--- src/hdl/wsm_pkg.sv ---
package wsm_pkg;

  localparam int PatternMax = 32;
  localparam int LenW       = $clog2(PatternMax + 1);
  localparam int IdxW       = $clog2(PatternMax);

  typedef logic [7:0] sym_t;

  localparam sym_t StarByte = 8'h2A;
  localparam sym_t NulByte  = 8'h00;

  typedef enum logic [1:0] {
    KindClear   = 2'd0,
    KindAppend  = 2'd1,
    KindSubject = 2'd2,
    KindEnd     = 2'd3
  } kind_e;

endpackage

--- src/hdl/wsm_advance.sv ---
// Next live-position vector for one subject byte.
// Star closure runs as a carry chain: a live star seeds a carry that ripples
// through the following run of stars.
module wsm_advance (
  input  logic [wsm_pkg::PatternMax:0]   live_i,
  input  logic [wsm_pkg::PatternMax-1:0] star_i,
  input  wsm_pkg::sym_t                  pattern_i [wsm_pkg::PatternMax],
  input  logic [wsm_pkg::LenW-1:0]       len_i,
  input  wsm_pkg::sym_t                  sym_i,
  output logic [wsm_pkg::PatternMax:0]   live_o
);
  import wsm_pkg::*;

  logic [PatternMax-1:0] in_len;
  logic [PatternMax-1:0] eq;
  logic [PatternMax-1:0] prop;
  logic [PatternMax:0]   seed;
  logic [PatternMax:0]   span;
  logic [PatternMax:0]   sum;
  logic [PatternMax:0]   carries;
  logic [PatternMax:0]   closed;

  always_comb begin
    for (int p = 0; p < PatternMax; p++) begin
      in_len[p] = (LenW'(p) < len_i);
      eq[p]     = (pattern_i[p] == sym_i);
    end
  end

  // a '*' subject byte takes a pattern star literally, no closure
  assign prop    = (sym_i != StarByte) ? (star_i & in_len) : '0;
  assign span    = {1'b0, prop};
  assign seed    = {1'b0, live_i[PatternMax-1:0] & prop};
  assign sum     = seed + span;
  assign carries = sum ^ seed ^ span;
  assign closed  = live_i | carries;

  always_comb begin
    live_o = '0;
    for (int p = 0; p < PatternMax; p++) begin
      if (closed[p] && in_len[p]) begin
        if (eq[p]) begin
          live_o[p+1] = 1'b1;
        end else if (star_i[p]) begin
          live_o[p] = 1'b1;
        end
      end
    end
  end

endmodule

--- src/hdl/wildcard_star_matcher.sv ---
// Channel | Dir | Handshake                 | Fields                        | Transaction
// in      | in  | in_valid_i / in_ready_o   | kind_i, symbol_i              | pattern/subject item
// out     | out | out_valid_o / out_ready_i | matched_o, pattern_overflow_o | one per subject end
//
// Throughput: one input transaction per cycle for every kind, unless an end item waits behind a held result.
// Path: an end item loads the input register, then the result register, and the result
// is offered from there; the end item can wait in the input register while a result is held.
// Reset: asynchronous, active low; empty pattern, only position zero live.
// Stalls: out_ready_i low holds the result; the input stage keeps accepting
// until an end item has to wait behind the held result.
module wildcard_star_matcher (
  input  logic          clk_i,
  input  logic          rst_ni,
  input  logic          in_valid_i,
  output logic          in_ready_o,
  input  logic [1:0]    kind_i,
  input  logic [7:0]    symbol_i,
  output logic          out_valid_o,
  input  logic          out_ready_i,
  output logic          matched_o,
  output logic          pattern_overflow_o
);
  import wsm_pkg::*;

  // input register
  logic  s1_valid_q;
  kind_e s1_kind_q;
  sym_t  s1_sym_q;

  // matcher state
  sym_t                  pattern_q [PatternMax];
  logic [PatternMax-1:0] star_q;
  logic [LenW-1:0]       len_q, len_d;
  logic [PatternMax:0]   live_q, live_d;
  logic                  ovf_q, ovf_d;

  // result register
  logic out_valid_q, out_valid_d;
  logic out_matched_q, out_ovf_q;

  logic                in_fire;
  logic                out_free;
  logic                s1_fire;
  logic                s1_is_end;
  logic                do_append;
  logic [LenW-1:0]     len_m1;
  logic                end_ok;
  logic [PatternMax:0] live_adv;

  assign out_free  = !out_valid_q || out_ready_i;
  assign s1_is_end = (s1_kind_q == KindEnd);
  // an end item waits only while the result slot is still occupied
  assign s1_fire   = s1_valid_q && (!s1_is_end || out_free);
  assign in_ready_o = !s1_valid_q || s1_fire;
  assign in_fire    = in_valid_i && in_ready_o;

  always_ff @(posedge clk_i or negedge rst_ni) begin
    if (!rst_ni) begin
      s1_valid_q <= 1'b0;
    end else if (in_ready_o) begin
      s1_valid_q <= in_valid_i;
    end
  end

  always_ff @(posedge clk_i) begin
    if (in_fire) begin
      s1_kind_q <= kind_e'(kind_i);
      s1_sym_q  <= symbol_i;
    end
  end

  wsm_advance u_advance (
    .live_i    (live_q),
    .star_i    (star_q),
    .pattern_i (pattern_q),
    .len_i     (len_q),
    .sym_i     (s1_sym_q),
    .live_o    (live_adv)
  );

  // trailing star at the end of the pattern may still absorb nothing
  assign len_m1 = len_q - 1'b1;
  assign end_ok = live_q[len_q] ||
                  ((len_q != '0) && live_q[len_m1] && star_q[len_m1[IdxW-1:0]]);

  assign do_append = s1_fire && (s1_kind_q == KindAppend) && (s1_sym_q != NulByte) &&
                     (len_q < LenW'(PatternMax));

  always_comb begin
    len_d       = len_q;
    live_d      = live_q;
    ovf_d       = ovf_q;
    out_valid_d = out_valid_q && !out_ready_i;
    if (s1_fire) begin
      unique case (s1_kind_q)
        KindClear: begin
          len_d  = '0;
          ovf_d  = 1'b0;
          live_d = (PatternMax+1)'(1);
        end
        KindAppend: begin
          if (s1_sym_q != NulByte) begin
            if (len_q < LenW'(PatternMax)) begin
              len_d = len_q + 1'b1;
            end else begin
              ovf_d = 1'b1;
            end
          end
        end
        KindSubject: begin
          if (s1_sym_q != NulByte) begin
            live_d = live_adv;
          end
        end
        KindEnd: begin
          live_d      = (PatternMax+1)'(1);
          out_valid_d = 1'b1;
        end
        default: begin
          live_d = live_q;
        end
      endcase
    end
  end

  always_ff @(posedge clk_i or negedge rst_ni) begin
    if (!rst_ni) begin
      len_q       <= '0;
      live_q      <= (PatternMax+1)'(1);
      ovf_q       <= 1'b0;
      out_valid_q <= 1'b0;
    end else begin
      len_q       <= len_d;
      live_q      <= live_d;
      ovf_q       <= ovf_d;
      out_valid_q <= out_valid_d;
    end
  end

  always_ff @(posedge clk_i) begin
    if (do_append) begin
      pattern_q[len_q[IdxW-1:0]] <= s1_sym_q;
      star_q[len_q[IdxW-1:0]]    <= (s1_sym_q == StarByte);
    end
    if (s1_fire && s1_is_end) begin
      out_matched_q <= end_ok;
      out_ovf_q     <= ovf_q;
    end
  end

  assign out_valid_o        = out_valid_q;
  assign matched_o          = out_matched_q;
  assign pattern_overflow_o = out_ovf_q;

  // no live position ever lies past the stored pattern
  a_live_in_range: assert property (@(posedge clk_i) disable iff (!rst_ni)
    ((live_q >> len_q) >> 1) == '0)
    else $error("live position beyond pattern length");

  // overflow only happens with a full pattern
  a_ovf_full: assert property (@(posedge clk_i) disable iff (!rst_ni)
    ovf_q |-> (len_q == LenW'(PatternMax)))
    else $error("overflow flag set with room left");

  // end of subject restarts matching from position zero
  a_end_restart: assert property (@(posedge clk_i) disable iff (!rst_ni)
    (s1_fire && s1_is_end) |=> (live_q == (PatternMax+1)'(1)))
    else $error("live positions not restarted after end of subject");

  // a result appears only behind an end item
  a_out_cause: assert property (@(posedge clk_i) disable iff (!rst_ni)
    (!out_valid_q || out_ready_i) ##1 out_valid_q |-> $past(s1_fire && s1_is_end))
    else $error("result without end-of-subject item");

endmodule

--- config.mk ---
export PLATFORM = sky130hd
export DESIGN_NAME = wildcard_star_matcher
export DESIGN_NICKNAME = d
export VERILOG_FILES = /design/src/hdl/wsm_pkg.sv /design/src/hdl/wsm_advance.sv /design/src/hdl/wildcard_star_matcher.sv
export SDC_FILE = /design/constraint.sdc
export NUM_CORES = 1
export LEC_CHECK = 0
export ABC_AREA = 1
export BUFFER_PORTS_ARGS = -buffer_cell sky130_fd_sc_hd__buf_2
export CAP_MARGIN = 40
export CELL_PAD_IN_SITES_DETAIL_PLACEMENT = 0
export CELL_PAD_IN_SITES_GLOBAL_PLACEMENT = 1
export CORE_UTILIZATION = 52
export CTS_BUF_LIST = sky130_fd_sc_hd__clkbuf_4
export DETAILED_ROUTE_END_ITERATION = 6
export HOLD_SLACK_MARGIN = 0.08
export PLACE_DENSITY = 0.91
export RECOVER_POWER = 25
export SLEW_MARGIN = 10
export SYNTH_ARGS = -nofsm -noshare
export SYNTH_HDL_FRONTEND = slang
export SYNTH_HIERARCHICAL = 1
export SYNTH_SLANG_ARGS = --single-unit
--- constraint.sdc ---
create_clock -name clk_i -period 4.1 [get_ports clk_i]
set_input_delay 0.82 -clock clk_i [delete_from_list [all_inputs] [get_ports clk_i]]
set_output_delay 0.82 -clock clk_i [all_outputs]
set_load 0.1 [all_outputs]
## Word level (Yosys, flattened, before mapping)

Cells that the tools add are included.

| word-level totals | value |
|---|---|
| bits in registers | 342 |
| logic and storage cells | 343 |

| operators by class | value |
|---|---|
| $add $sub $neg | 3 |
| order comparisons | 40 |
| equal/unequal tests | 41 |
| muxes and demuxes | 151 |
| bitwise operators | 6 |
| reduce and logical (&&, ||, !) cells | 60 |

Operator list:

| cell | count |
|---|---|
| 256-bit bitwise mux | 1 |
| 8-bit equality test | 32 |
| 1-bit 2-to-1 mux | 104 |
| 5-bit by 6-bit < comparator with 1-bit output, first input constant | 16 |
| 33-bit one-hot mux with 2 select lines | 1 |
| 32-bit bitwise AND | 2 |
| 2-bit 2-to-1 mux | 32 |
| 32-bit XOR | 2 |
| 4-bit by 6-bit < comparator with 1-bit output, first input constant | 8 |
| 1-bit logical AND | 43 |
| 8-bit demux with 5-bit select | 1 |
| 33-bit 2-to-1 mux | 1 |
| 32-bit adder | 1 |
| 32-bit bitwise mux | 1 |
| 32-bit 2-to-1 mux | 1 |
| 32-bit bitwise OR | 1 |
| 3-bit by 6-bit < comparator with 1-bit output, first input constant | 4 |
| 6-bit by 7-bit < comparator with 1-bit output, second input constant | 2 |
| 1-bit binary-select mux with 6-bit select | 2 |
| 1-bit by 6-bit < comparator with 1-bit output, first input constant | 2 |
| 2-bit by 6-bit < comparator with 1-bit output, first input constant | 2 |
| 5-bit by 6-bit < comparator with 1-bit output, second input constant | 2 |
| 6-bit 2-to-1 mux | 2 |
| 6-bit one-hot mux with 2 select lines | 1 |
| 26 further kinds | 37 |

## Depth between registers and ports, before layout

Gate-level depths: netlist of run 1.

| depth | value |
|---|---|
| depth after elaboration | 105 |
| mapped depth | 22 |

## By module

Netlist of run 1, hierarchy kept.

By module, submodules not included:

| module | instances | cells an instance | area each (um^2) | seq. area each (um^2) |
|---|---|---|---|---|
| wildcard_star_matcher | 1 | 815 | 12406.9 | 10060.9 |
| wsm_advance | 1 | 1292 | 6698.9 | 0.0 |

## Worst setup path after synthesis of run 1

OpenSTA, ideal clock, no wires.

| timing | value |
|---|---|
| path kind | reg2reg |
| from | reg s1_sym_q[3] |
| to | reg star_q[0], data pin |
| data arrival time | 2773 ps |
| setup slack | 787 ps |
| cell stages (with the launch flop) | 3 |
| buffers on the path | 0 |
| clock period less this slack | 3313 ps |
| cells stage by stage | edfxtp_1 > inv_1 > nor4_1 |

| on the way | value |
|---|---|
| cells in the longest elaborated chain, start to end | 2 |

RTL lines:

| what | RTL line | text |
|---|---|---|
| from (decl) | wildcard_star_matcher.sv:28 | `sym_t s1_sym_q;` |
| from (signal assigned) | wildcard_star_matcher.sv:68 | `s1_sym_q <= symbol_i;` |
| 8-bit by 6-bit equality test with 1-bit output | wildcard_star_matcher.sv:143 | `star_q[len_q[IdxW-1:0]] <= (s1_sym_q == StarByte);` |
| 32-bit bitwise mux | wildcard_star_matcher.sv:143 |  |
| to (signal, indexed assignment) | wildcard_star_matcher.sv:143 |  |
| to (decl) | wildcard_star_matcher.sv:32 | `logic [PatternMax-1:0] star_q;` |

Every way passes these cells.
A chain may end at the register's enable or synchronous reset.

## Worst setup path in the final report of run 1

| timing | value |
|---|---|
| from | reg s1_sym_q[0] |
| to | reg live_q[30] |

| on the way | value |
|---|---|
| cells in the longest elaborated chain, start to end | 14 |

RTL lines:

| what | RTL line | text |
|---|---|---|
| 8-bit by 6-bit != test with 1-bit output | wsm_advance.sv:31 | `assign prop = (sym_i != StarByte) ? (star_i & in_len) : '0;` |
| 32-bit 2-to-1 mux | wsm_advance.sv:31 |  |
| 32-bit bitwise AND | wsm_advance.sv:33 | `assign seed = {1'b0, live_i[PatternMax-1:0] & prop};` |
| 32-bit adder | wsm_advance.sv:34 | `assign sum = seed + span;` |
| 32-bit XOR (2 in a row) | wsm_advance.sv:35 | `assign carries = sum ^ seed ^ span;` |
| 32-bit bitwise OR | wsm_advance.sv:36 | `assign closed = live_i \| carries;` |
| 1-bit logical AND | wsm_advance.sv:41 | `if (closed[p] && in_len[p]) begin` |
| 2-bit 2-to-1 mux | wsm_advance.sv:41 |  |
| 1-bit 2-to-1 mux | wsm_advance.sv:44 | `end else if (star_i[p]) begin` |
| 1-bit 2-to-1 mux | wsm_advance.sv:42 | `if (eq[p]) begin` |
| 2-bit 2-to-1 mux (*) | wsm_advance.sv:41 |  |
| net live_adv[30] | wildcard_star_matcher.sv:48 | `logic [PatternMax:0] live_adv;` |
| 33-bit 2-to-1 mux (*) | wildcard_star_matcher.sv:111 | `if (s1_sym_q != NulByte) begin` |
| 33-bit one-hot mux with 2 select lines (*) | wildcard_star_matcher.sv:95 | `unique case (s1_kind_q)` |
| to (signal assigned) | wildcard_star_matcher.sv:129 | `live_q <= (PatternMax+1)'(1);` |
| to (signal assigned) | wildcard_star_matcher.sv:134 | `live_q <= live_d;` |
| to (decl) | wildcard_star_matcher.sv:34 | `logic [PatternMax:0] live_q, live_d;` |

The timed path passes the listed nets; every way through them passes the cells marked *. The select of a mux whose other input is x is not followed.

==> flow_summary.json, run 1 <==
{
  "irDropWorstVdd_v": 0.000312,
  "syn-num-nets": 2131,
  "cts_sinks": 342,
  "synth_cell_types": 55,
  "portBuffers": 17,
  "syn_inst": 2107,
  "cts-root-buf": "clkbuf_4",
  "hpwl_mm": 35.8,
  "worst-path-max-fanout": 16,
  "worst_slew_pin_slew_ps": 1470,
  "cts_buffer_depth": 3,
  "ios": 18,
  "first_iter_violations": 1342,
  "gp_congestion": 0.949,
  "placed_cell_area_mm2": 0.0199,
  "mostFrequentLayoutCells": "nand2_1 (535), edfxtp_1 (300), nor2_1 (235)",
  "htreeDepth": 3,
  "antenna_found_initial": 2,
  "pre_cts_ws_ps": 934,
  "reg2reg_depth": 19,
  "cts_buffers": 84,
  "slew_violations": 0,
  "outcome": "finished, final reports clean",
  "fmax_mhz": 299,
  "layout.nets": 2217,
  "drv_cap": 0,
  "layoutNonFillerInstCount": 2723,
  "final_area_mm2": 0.0210,
  "die_w_um": 194,
  "tns_ps": 0,
  "rows": 69,
  "ant_nets": 0,
  "path_class": "flip-flop to flip-flop",
  "p_per_area_mw_per_mm2": 389,
  "final-hold-violation-count": 0,
  "synth_area_mm2": 0.0191,
  "rsz0062_at_grt": "no",
  "start_kind": "flip-flop",
  "wl_per_cell_um": 18.7,
  "core_mm2": 0.0358,
  "fin_ws_ps": 759,
  "mostFrequentLayoutCell": "nand2_1",
  "end_kind": "flip-flop",
  "totalWireLength_mm": 50.9,
  "clock_skew_ps": 70.9,
  "dpl.cell_count": 2567,
  "yosys_register_bits": 342,
  "fillers": 3073,
  "hold_slack_ps": 283,
  "dr.pass1.iters": 5,
  "worstSkewPairLatency_ps": 750,
  "min_path_type": "input pin to flip-flop",
  "synth-edff-count": 300,
  "ys.flop_type": "edfxtp_1",
  "start_util": 0.533,
  "avgSynthCellArea_um2": 9.07,
  "worstPathArrival_ps": 3980,
  "overflow": 0,
  "track_usage": 0.273,
  "die_area_mm2": 0.0375,
  "worst_ep_required_time_ps": 4740,
  "grt_first_pass_wirelength_mm": 78.8,
  "clk_pin_slew_ps": 70,
  "cts_tree": "built",
  "area_delta_synth_final_pct": 9.75,
  "vias": 15100,
  "yosys_warnings": 6,
  "drc": 0,
  "hold_buffers": 0,
  "grt_max_degree": 62,
  "ctsResizeCount": 0,
  "worstHoldPathCells": 1,
  "async_reset_ff_frac": 0.123,
  "setup_viol": 0,
  "fp.dieH_um": 194,
  "total_leakage_power_nw": 8.35,
  "period_share": 0.815,
  "post-cts-setup-buffer-count": 0,
  "grt_pass1_vias": 14300,
  "fin_crit_ps": 3340,
  "avgViaCountPerCell": 5.53,
  "ys_seq_area_frac": 0.527,
  "drive_gt1_frac": 0.163,
  "slew_headroom": 0.0215
}
## critical path: stages, from the launching register on
cell and delay, ps:
edfxtp_1 350, clkbuf_1 650, nor2_1 120, nand3_1 180, nor2_4 80, buf_4 230, nor2_1 210, nand2_1 100
inv_1 60, nand2_1 110, nor3_2 280, and2_1 180, nand2_1 70, nand2_1 130, nand2_1 60, nand2_1 120
nand2_1 70, nand2_1 60, nand2_1 40, o21ai_0 160
## worst paths after layout
| check | from | endpoint | slack [ps] |
|---|---|---|---|
| setup reg to reg | s1_sym_q[0] | live_q[30] | 760 |
| min in group asynchronous | rst_ni | live_q[32] | 400 |
| max in group asynchronous | rst_ni | live_q[10] | 2010 |
| hold reg to reg | ovf_q | pattern_overflow_o | 480 |
| hold / removal | kind_i[1] | s1_kind_q[1] | 280 |
| setup / recovery | s1_sym_q[0] | live_q[30] | 760 |
## flip-flops by register name (all words and copies together), names as in the netlist
signal	cells
matched_o	1
s1_valid_q	1
pattern_overflow_o	1
s1_kind_q	2
live_q	33
star_q	32
ovf_q	1
pattern_q	256
s1_sym_q	8
out_valid_o	1
len_q	6
## stage by stage
stage                util  power, mW
floorplan               -       4.88
global placement    0.553       5.27
detailed placement  0.555       5.29
CTS                 0.586       8.21
global route        0.585       8.52
finish              0.585       8.16
## report_power, final
| part | internal [mW] | leakage (nW) | switching (mW) |
|---|---|---|---|
| Clock | 1.55 | 0.650 | 1.37 |
| Sequential | 3.83 | 3.28 | 0.0551 |
| Combinational | 0.397 | 4.41 | 0.960 |
## final cells by class
cell class	count	area (µm²)	share of cell area
Tap cell	461	577	0.0275
Antenna cell	2	5.00	0.000239
Clock inverter	40	277	0.0132
Multi-Input combinational cell	1504	7980	0.380
Timing Repair Buffer	70	508	0.0242
Sequential cell	342	10100	0.480
Clock buffer	113	848	0.0405
Inverter	191	718	0.0343
## logic make-up after synthesis
| logic type | after synthesis | share of synthesized area |
|---|---|---|
| AO/OA/AOI/OAI | 133 | 0.0439 |
| AND/OR/NAND/NOR | 1212 | 0.298 |
| flip-flops | 342 | 0.527 |
| adder cells (fa/ha/maj) | 10 | 0.00655 |
| buffers and inverters | 261 | 0.0563 |
| XOR/XNOR | 149 | 0.0683 |
## per-layer routing
metal  share of wire  routed length, µm  global-route usage
met3           0.077               3920              0.0485
met5               0                  0                   0
met4           0.022               1140              0.0954
met1            0.44              22300               0.378
met2            0.46              23500               0.435
## synth_stat cells (4+ instances only)
| library cell | number | area share |
|---|---|---|
| edfxtp_1 | 300 | 0.47 |
| a21oi_1 | 26 | 0.0068 |
| clkbuf_1 | 23 | 0.0045 |
| nor2_2 | 15 | 0.0049 |
| buf_2 | 27 | 0.0071 |
| and3_1 | 9 | 0.0029 |
| nor4_1 | 13 | 0.0043 |
| a2111oi_0 | 8 | 0.0037 |
| and2_1 | 6 | 0.0020 |
| or2_2 | 72 | 0.024 |
| buf_6 | 5 | 0.0029 |
| nor2_1 | 235 | 0.046 |
| o21ai_2 | 20 | 0.0092 |
| ha_1 | 10 | 0.0065 |
| nor3_1 | 18 | 0.0047 |
| buf_1 | 8 | 0.0016 |
| nand2_4 | 4 | 0.0024 |
| nand2_2 | 7 | 0.0023 |
| xnor2_1 | 93 | 0.043 |
| nor3b_1 | 15 | 0.0059 |
| nand4_1 | 54 | 0.018 |
| and3b_1 | 22 | 0.010 |
| xor2_1 | 56 | 0.026 |
| buf_4 | 6 | 0.0024 |
| o21ai_0 | 41 | 0.011 |
| inv_2 | 12 | 0.0024 |
| o21ai_1 | 14 | 0.0037 |
| nand3_1 | 164 | 0.043 |
| nor3_2 | 4 | 0.0021 |
| nand3_2 | 28 | 0.015 |
| dfrtp_1 | 41 | 0.054 |
| o31ai_1 | 4 | 0.0016 |
| nand2_1 | 535 | 0.11 |
| inv_1 | 176 | 0.035 |
Note: power is estimated with default switching activity, not from simulation.
==> run 2: changes to the inputs <==
CORE_UTILIZATION = 47   (was 52)
PLACE_DENSITY = 0.87   (was 0.91)
clock period = 2.9 ns   (was 4.1 ns; I/O delays follow)
==> flow_summary.json, run 2 (synthesis results as in run 1) <==
{
  "drc": 0,
  "grtUsageMet1": 0.367,
  "use_met3": 0.0428,
  "start_kind": "flip-flop",
  "avgViaCountPerCell": 5.45,
  "hpwl_mm": 38.0,
  "cts-root-buf": "clkbuf_4",
  "grt_first_pass_wirelength_mm": 84.1,
  "layoutNonFillerInstCount": 2870,
  "dpl.cell_count": 2693,
  "grt.met2_usage": 0.412,
  "worst_ep_required_time_ps": 3560,
  "irDropWorstVdd_v": 0.000427,
  "rows": 73,
  "first_iter_violations": 1437,
  "p_per_area_mw_per_mm2": 524,
  "grt_max_degree": 65,
  "rsz0062_at_grt": "yes",
  "totalWireLength_mm": 54.6,
  "start_util": 0.479,
  "clk_pin_slew_ps": 70,
  "overflow": 0,
  "ios": 18,
  "drive_gt1_frac": 0.185,
  "track_usage": 0.265,
  "cts_buffer_depth": 3,
  "antenna_found_initial": 1,
  "gp_congestion": 0.968,
  "slew_violations": 26,
  "mostFrequentLayoutCell": "nand2_1",
  "fin_crit_ps": 2760,
  "fmax_mhz": 363,
  "mostFrequentLayoutCells": "nand2_1 (535), edfxtp_1 (300), nor2_1 (229)",
  "drv_cap": 1,
  "end_kind": "flip-flop",
  "seq_area_mm2": 0.0101,
  "outcome": "complete, but fails checks",
  "grt_pass1_vias": 15200,
  "cts_buffers": 87,
  "final_util": 0.543,
  "path_class": "flip-flop to flip-flop",
  "total_leakage_power_nw": 8.69,
  "grt-busiest-layer": "met2",
  "multi_input_area_mm2": 0.00802,
  "clock_skew_ps": 66.0,
  "die_w_um": 204,
  "core_mm2": 0.0399,
  "cts_sinks": 342,
  "fillers": 3600,
  "wl_per_cell_um": 19.0,
  "setup_viol": 0,
  "worst_slew_pin_slew_ps": 1530,
  "ant_nets": 0,
  "worstPathArrival_ps": 3420,
  "period_share": 0.950,
  "vias": 15600,
  "area_delta_synth_final_pct": 13.4,
  "violations": "max-capacitance violations, max-slew violations",
  "portBuffers": 17,
  "min_path_type": "input pin to flip-flop",
  "dr.pass1.iters": 6,
  "die_area_mm2": 0.0415,
  "worstSkewPairLatency_ps": 750,
  "final-hold-violation-count": 0,
  "fp.dieH_um": 204,
  "largest_register_ff_count": 256,
  "htreeDepth": 3,
  "worst-path-max-fanout": 8,
  "layout.nets": 2300,
  "slew_headroom": -0.0219,
  "cts_tree": "built"
}
## run 2: routing by layer
metal | part of all wire | wire length (µm) | vias to the layer above
met1 | 0.43 | 23500 | 7474
li1 | - | - | 7415
met5 | 0 | 0 | -
met4 | 0.033 | 1830 | 0
met2 | 0.45 | 24800 | 628
met3 | 0.083 | 4520 | 120
## run 2: area by class of cell
cell class	instances	share of cell area
Timing Repair Buffer	150	0.0542
Multi-Input combinational cell	1504	0.370
Inverter	191	0.0331
Sequential cell	342	0.465
Tap cell	525	0.0303
Antenna cell	1	0.000115
Clock buffer	116	0.0402
Clock inverter	41	0.00756
## run 2: worst paths after layout
check | depth (start not counted) | to | from | slack, ps
max | 18 | live_q[30] | len_q[1] | 140
min | 1 | s1_sym_q[6] | symbol_i[6] | 220
max reg2reg | 18 | live_q[30] | len_q[1] | 140
min reg2reg | 0 | pattern_overflow_o | ovf_q | 460
max in group asynchronous | 3 | len_q[2] | rst_ni | 840
min in group asynchronous | 2 | live_q[29] | rst_ni | 740
## run 2: power by group
part,switching (mW),internal (mW),leakage [nW]
logic,1.41,0.613,4.80
registers,0.0581,5.41,3.28
clock network,1.99,1.87,0.614
## run 2: through the flow
step           hold WS, ps  power [mW]  worst slack (ps)  setup TNS [ps]  instance area, µm²
4_1_cts               86.4        11.4              40.8               0               21600
3_5_place_dp           458        7.54              54.2               0               20400
3_3_place_gp           451        7.50              98.3               0               20400
5_1_grt                174        11.9             -14.7           -17.7               21700
6_report               222        11.4               145               0               21700
2_1_floorplan          284        6.90               172               0               19100
## run 2: repair_timing
action / in CTS / in global routing
resized for setup: 0 / 16
setup endpoints to repair: 0 / 27
setup buffers: 0 / 6
hold endpoints to repair: 33 / 0
hold buffers: 12 / 0
## run 2: critical path, cell delays in order (launching register included)
cell and delay [ps]:
dfrtp_1 460, nor2_1 80, buf_4 180, nand3_1 110
nand3_1 120, nor2_1 200, buf_4 150, nand3_1 90
nand2_1 100, inv_1 70, o21ai_1 250, nand2_1 130
nand2_1 150, nand2_1 70, nand2_1 120, nand2_1 90
nand2_1 80, nand2_1 50, o21ai_0 170
==> run 3: changes to the inputs <==
CORE_UTILIZATION = 50   (was 47)
CTS_BUF_LIST = not set   (was sky130_fd_sc_hd__clkbuf_4)
PLACE_DENSITY = 0.88   (was 0.87)
clock period = 2.7 ns   (was 2.9 ns; I/O delays follow)
==> flow_summary.json, run 3 (synthesis results as in run 1) <==
{
  "cts_buffers": 36,
  "grt_first_pass_wirelength_mm": 82.5,
  "avgViaCountPerCell": 5.52,
  "area_delta_synth_final_pct": 16.6,
  "final_util": 0.592,
  "clk_pin_slew_ps": 60,
  "antenna_found_initial": 1,
  "portBuffers": 17,
  "worstHoldPathCells": 1,
  "placed_cell_area_mm2": 0.0207,
  "fp.dieH_um": 197,
  "worst-path-max-fanout": 25,
  "track_usage": 0.279,
  "clock_skew_ps": 18.2,
  "layout.nets": 2280,
  "fillers": 3213,
  "worstSkewPairLatency_ps": 520,
  "worst_slew_pin_slew_ps": 1360,
  "start_util": 0.507,
  "total_leakage_power_nw": 8.91,
  "fin_ws_ps": 86.8,
  "final-hold-violation-count": 0,
  "seq_area_mm2": 0.0101,
  "cts_buffer_depth": 3,
  "min_path_type": "input pin to flip-flop",
  "reg2reg_depth": 18,
  "outcome": "finished, final reports clean",
  "die_area_mm2": 0.0390,
  "slew_headroom": 0.0960,
  "pre_cts_ws_ps": -84.4,
  "worstPathArrival_ps": 3050,
  "mostFrequentLayoutCell": "nand2_1",
  "mostFrequentLayoutCells": "nand2_1 (519), edfxtp_1 (300), nor2_1 (214)",
  "gp_congestion": 0.992,
  "first_iter_violations": 1313,
  "setup_viol": 0,
  "fin_crit_ps": 2610,
  "drive_gt1_frac": 0.202,
  "drc": 0,
  "totalWireLength_mm": 53.8,
  "vias": 15400,
  "dr.pass1.iters": 7,
  "fin_total_pwr_mw": 13.3,
  "core_mm2": 0.0377,
  "cts-root-buf": "clkbuf_16",
  "period_share": 0.968,
  "end_kind": "flip-flop",
  "overflow": 0,
  "rows": 71,
  "drv_cap": 0,
  "irDropWorstVdd_v": 0.000613,
  "rsz0062_at_grt": "yes",
  "ios": 18,
  "wl_per_cell_um": 19.3,
  "cts_tree": "built",
  "htreeDepth": 2,
  "grt_max_degree": 59,
  "start_kind": "flip-flop",
  "slew_violations": 0,
  "path_class": "flip-flop to flip-flop",
  "largest_register_ff_count": 256,
  "fmax_mhz": 383,
  "p_per_area_mw_per_mm2": 598,
  "worst_ep_required_time_ps": 3140,
  "multi_input_area_mm2": 0.00820,
  "die_w_um": 197,
  "hpwl_mm": 38.2,
  "final_area_mm2": 0.0223,
  "ant_nets": 0,
  "grt_pass1_vias": 14800,
  "cts_sinks": 342
}
-- run 3: power by group --
part	total [mW]	internal (mW)	switching, mW
sequential	5.87	5.82	0.0533
clock	5.13	3.08	2.06
combinational	2.33	0.729	1.60
total	13.3	9.62	3.71
-- run 3: worst paths after layout --
kind                                   from                  to  slack, ps
worst max-delay path            s1_sym_q[7]          live_q[30]         90
worst min-delay path              kind_i[1]        s1_kind_q[1]        210
worst max register to register  s1_sym_q[7]          live_q[30]         90
worst min register to register        ovf_q  pattern_overflow_o        470
max in group asynchronous            rst_ni           live_q[0]        780
min in group asynchronous            rst_ni          live_q[13]        860
-- run 3: final cells by class --
| class | instances | area share |
|---|---|---|
| Antenna cell | 1 | 0.000112 |
| Clock buffer | 42 | 0.0419 |
| Clock inverter | 22 | 0.0129 |
| Inverter | 191 | 0.0324 |
| Multi-Input combinational cell | 1504 | 0.368 |
| Sequential cell | 342 | 0.452 |
| Tap cell | 511 | 0.0287 |
| Timing Repair Buffer | 181 | 0.0640 |
-- run 3: metal layers --
layer / vias to the layer above / part of all wire / wire (µm) / track usage
li1: 7317 / - / - / -
met1: 7385 / 0.43 / 23000 / 0.385
met2: 609 / 0.47 / 25100 / 0.452
met3: 102 / 0.078 / 4220 / 0.0379
met4: 0 / 0.027 / 1480 / 0.0924
met5: - / 0 / 0 / 0
-- run 3: worst max-delay path, stage by stage (launching register included) --
cell and delay [ps]:
edfxtp_1 470, inv_2 60, nand2_1 70, nor2_1 50, nand2_2 140, buf_12 190, nand3_1 180, nor2_1 180
nand2_1 100, buf_4 140, nor2_1 150, nand2_1 100, a21oi_1 150, nor2_1 70, nand2_2 120, nand2_1 70
nand2_1 60, nand2_1 50, o21ai_0 170
-- run 3: stage by stage --
| stage | std cells | hold slack (ps) | setup TNS [ps] |
|---|---|---|---|
| after global placement | 2717 | 448 | -156 |
| final | 2794 | 206 | 0 |
| after detailed placement | 2717 | 457 | -133 |
| after CTS | 2782 | 193 | -12.0 |
| after global routing | 2794 | 192 | -103 |
| after floorplan | 2107 | 244 | 0 |
-- run 3: timing repair --
action	in CTS	in global routing
hold buffers	1	0
resized for setup	2	81
buffers inserted	0	10
cloned	0	1
hold endpoints to repair	22	0
pin swaps	0	10
setup endpoints to repair	4	36
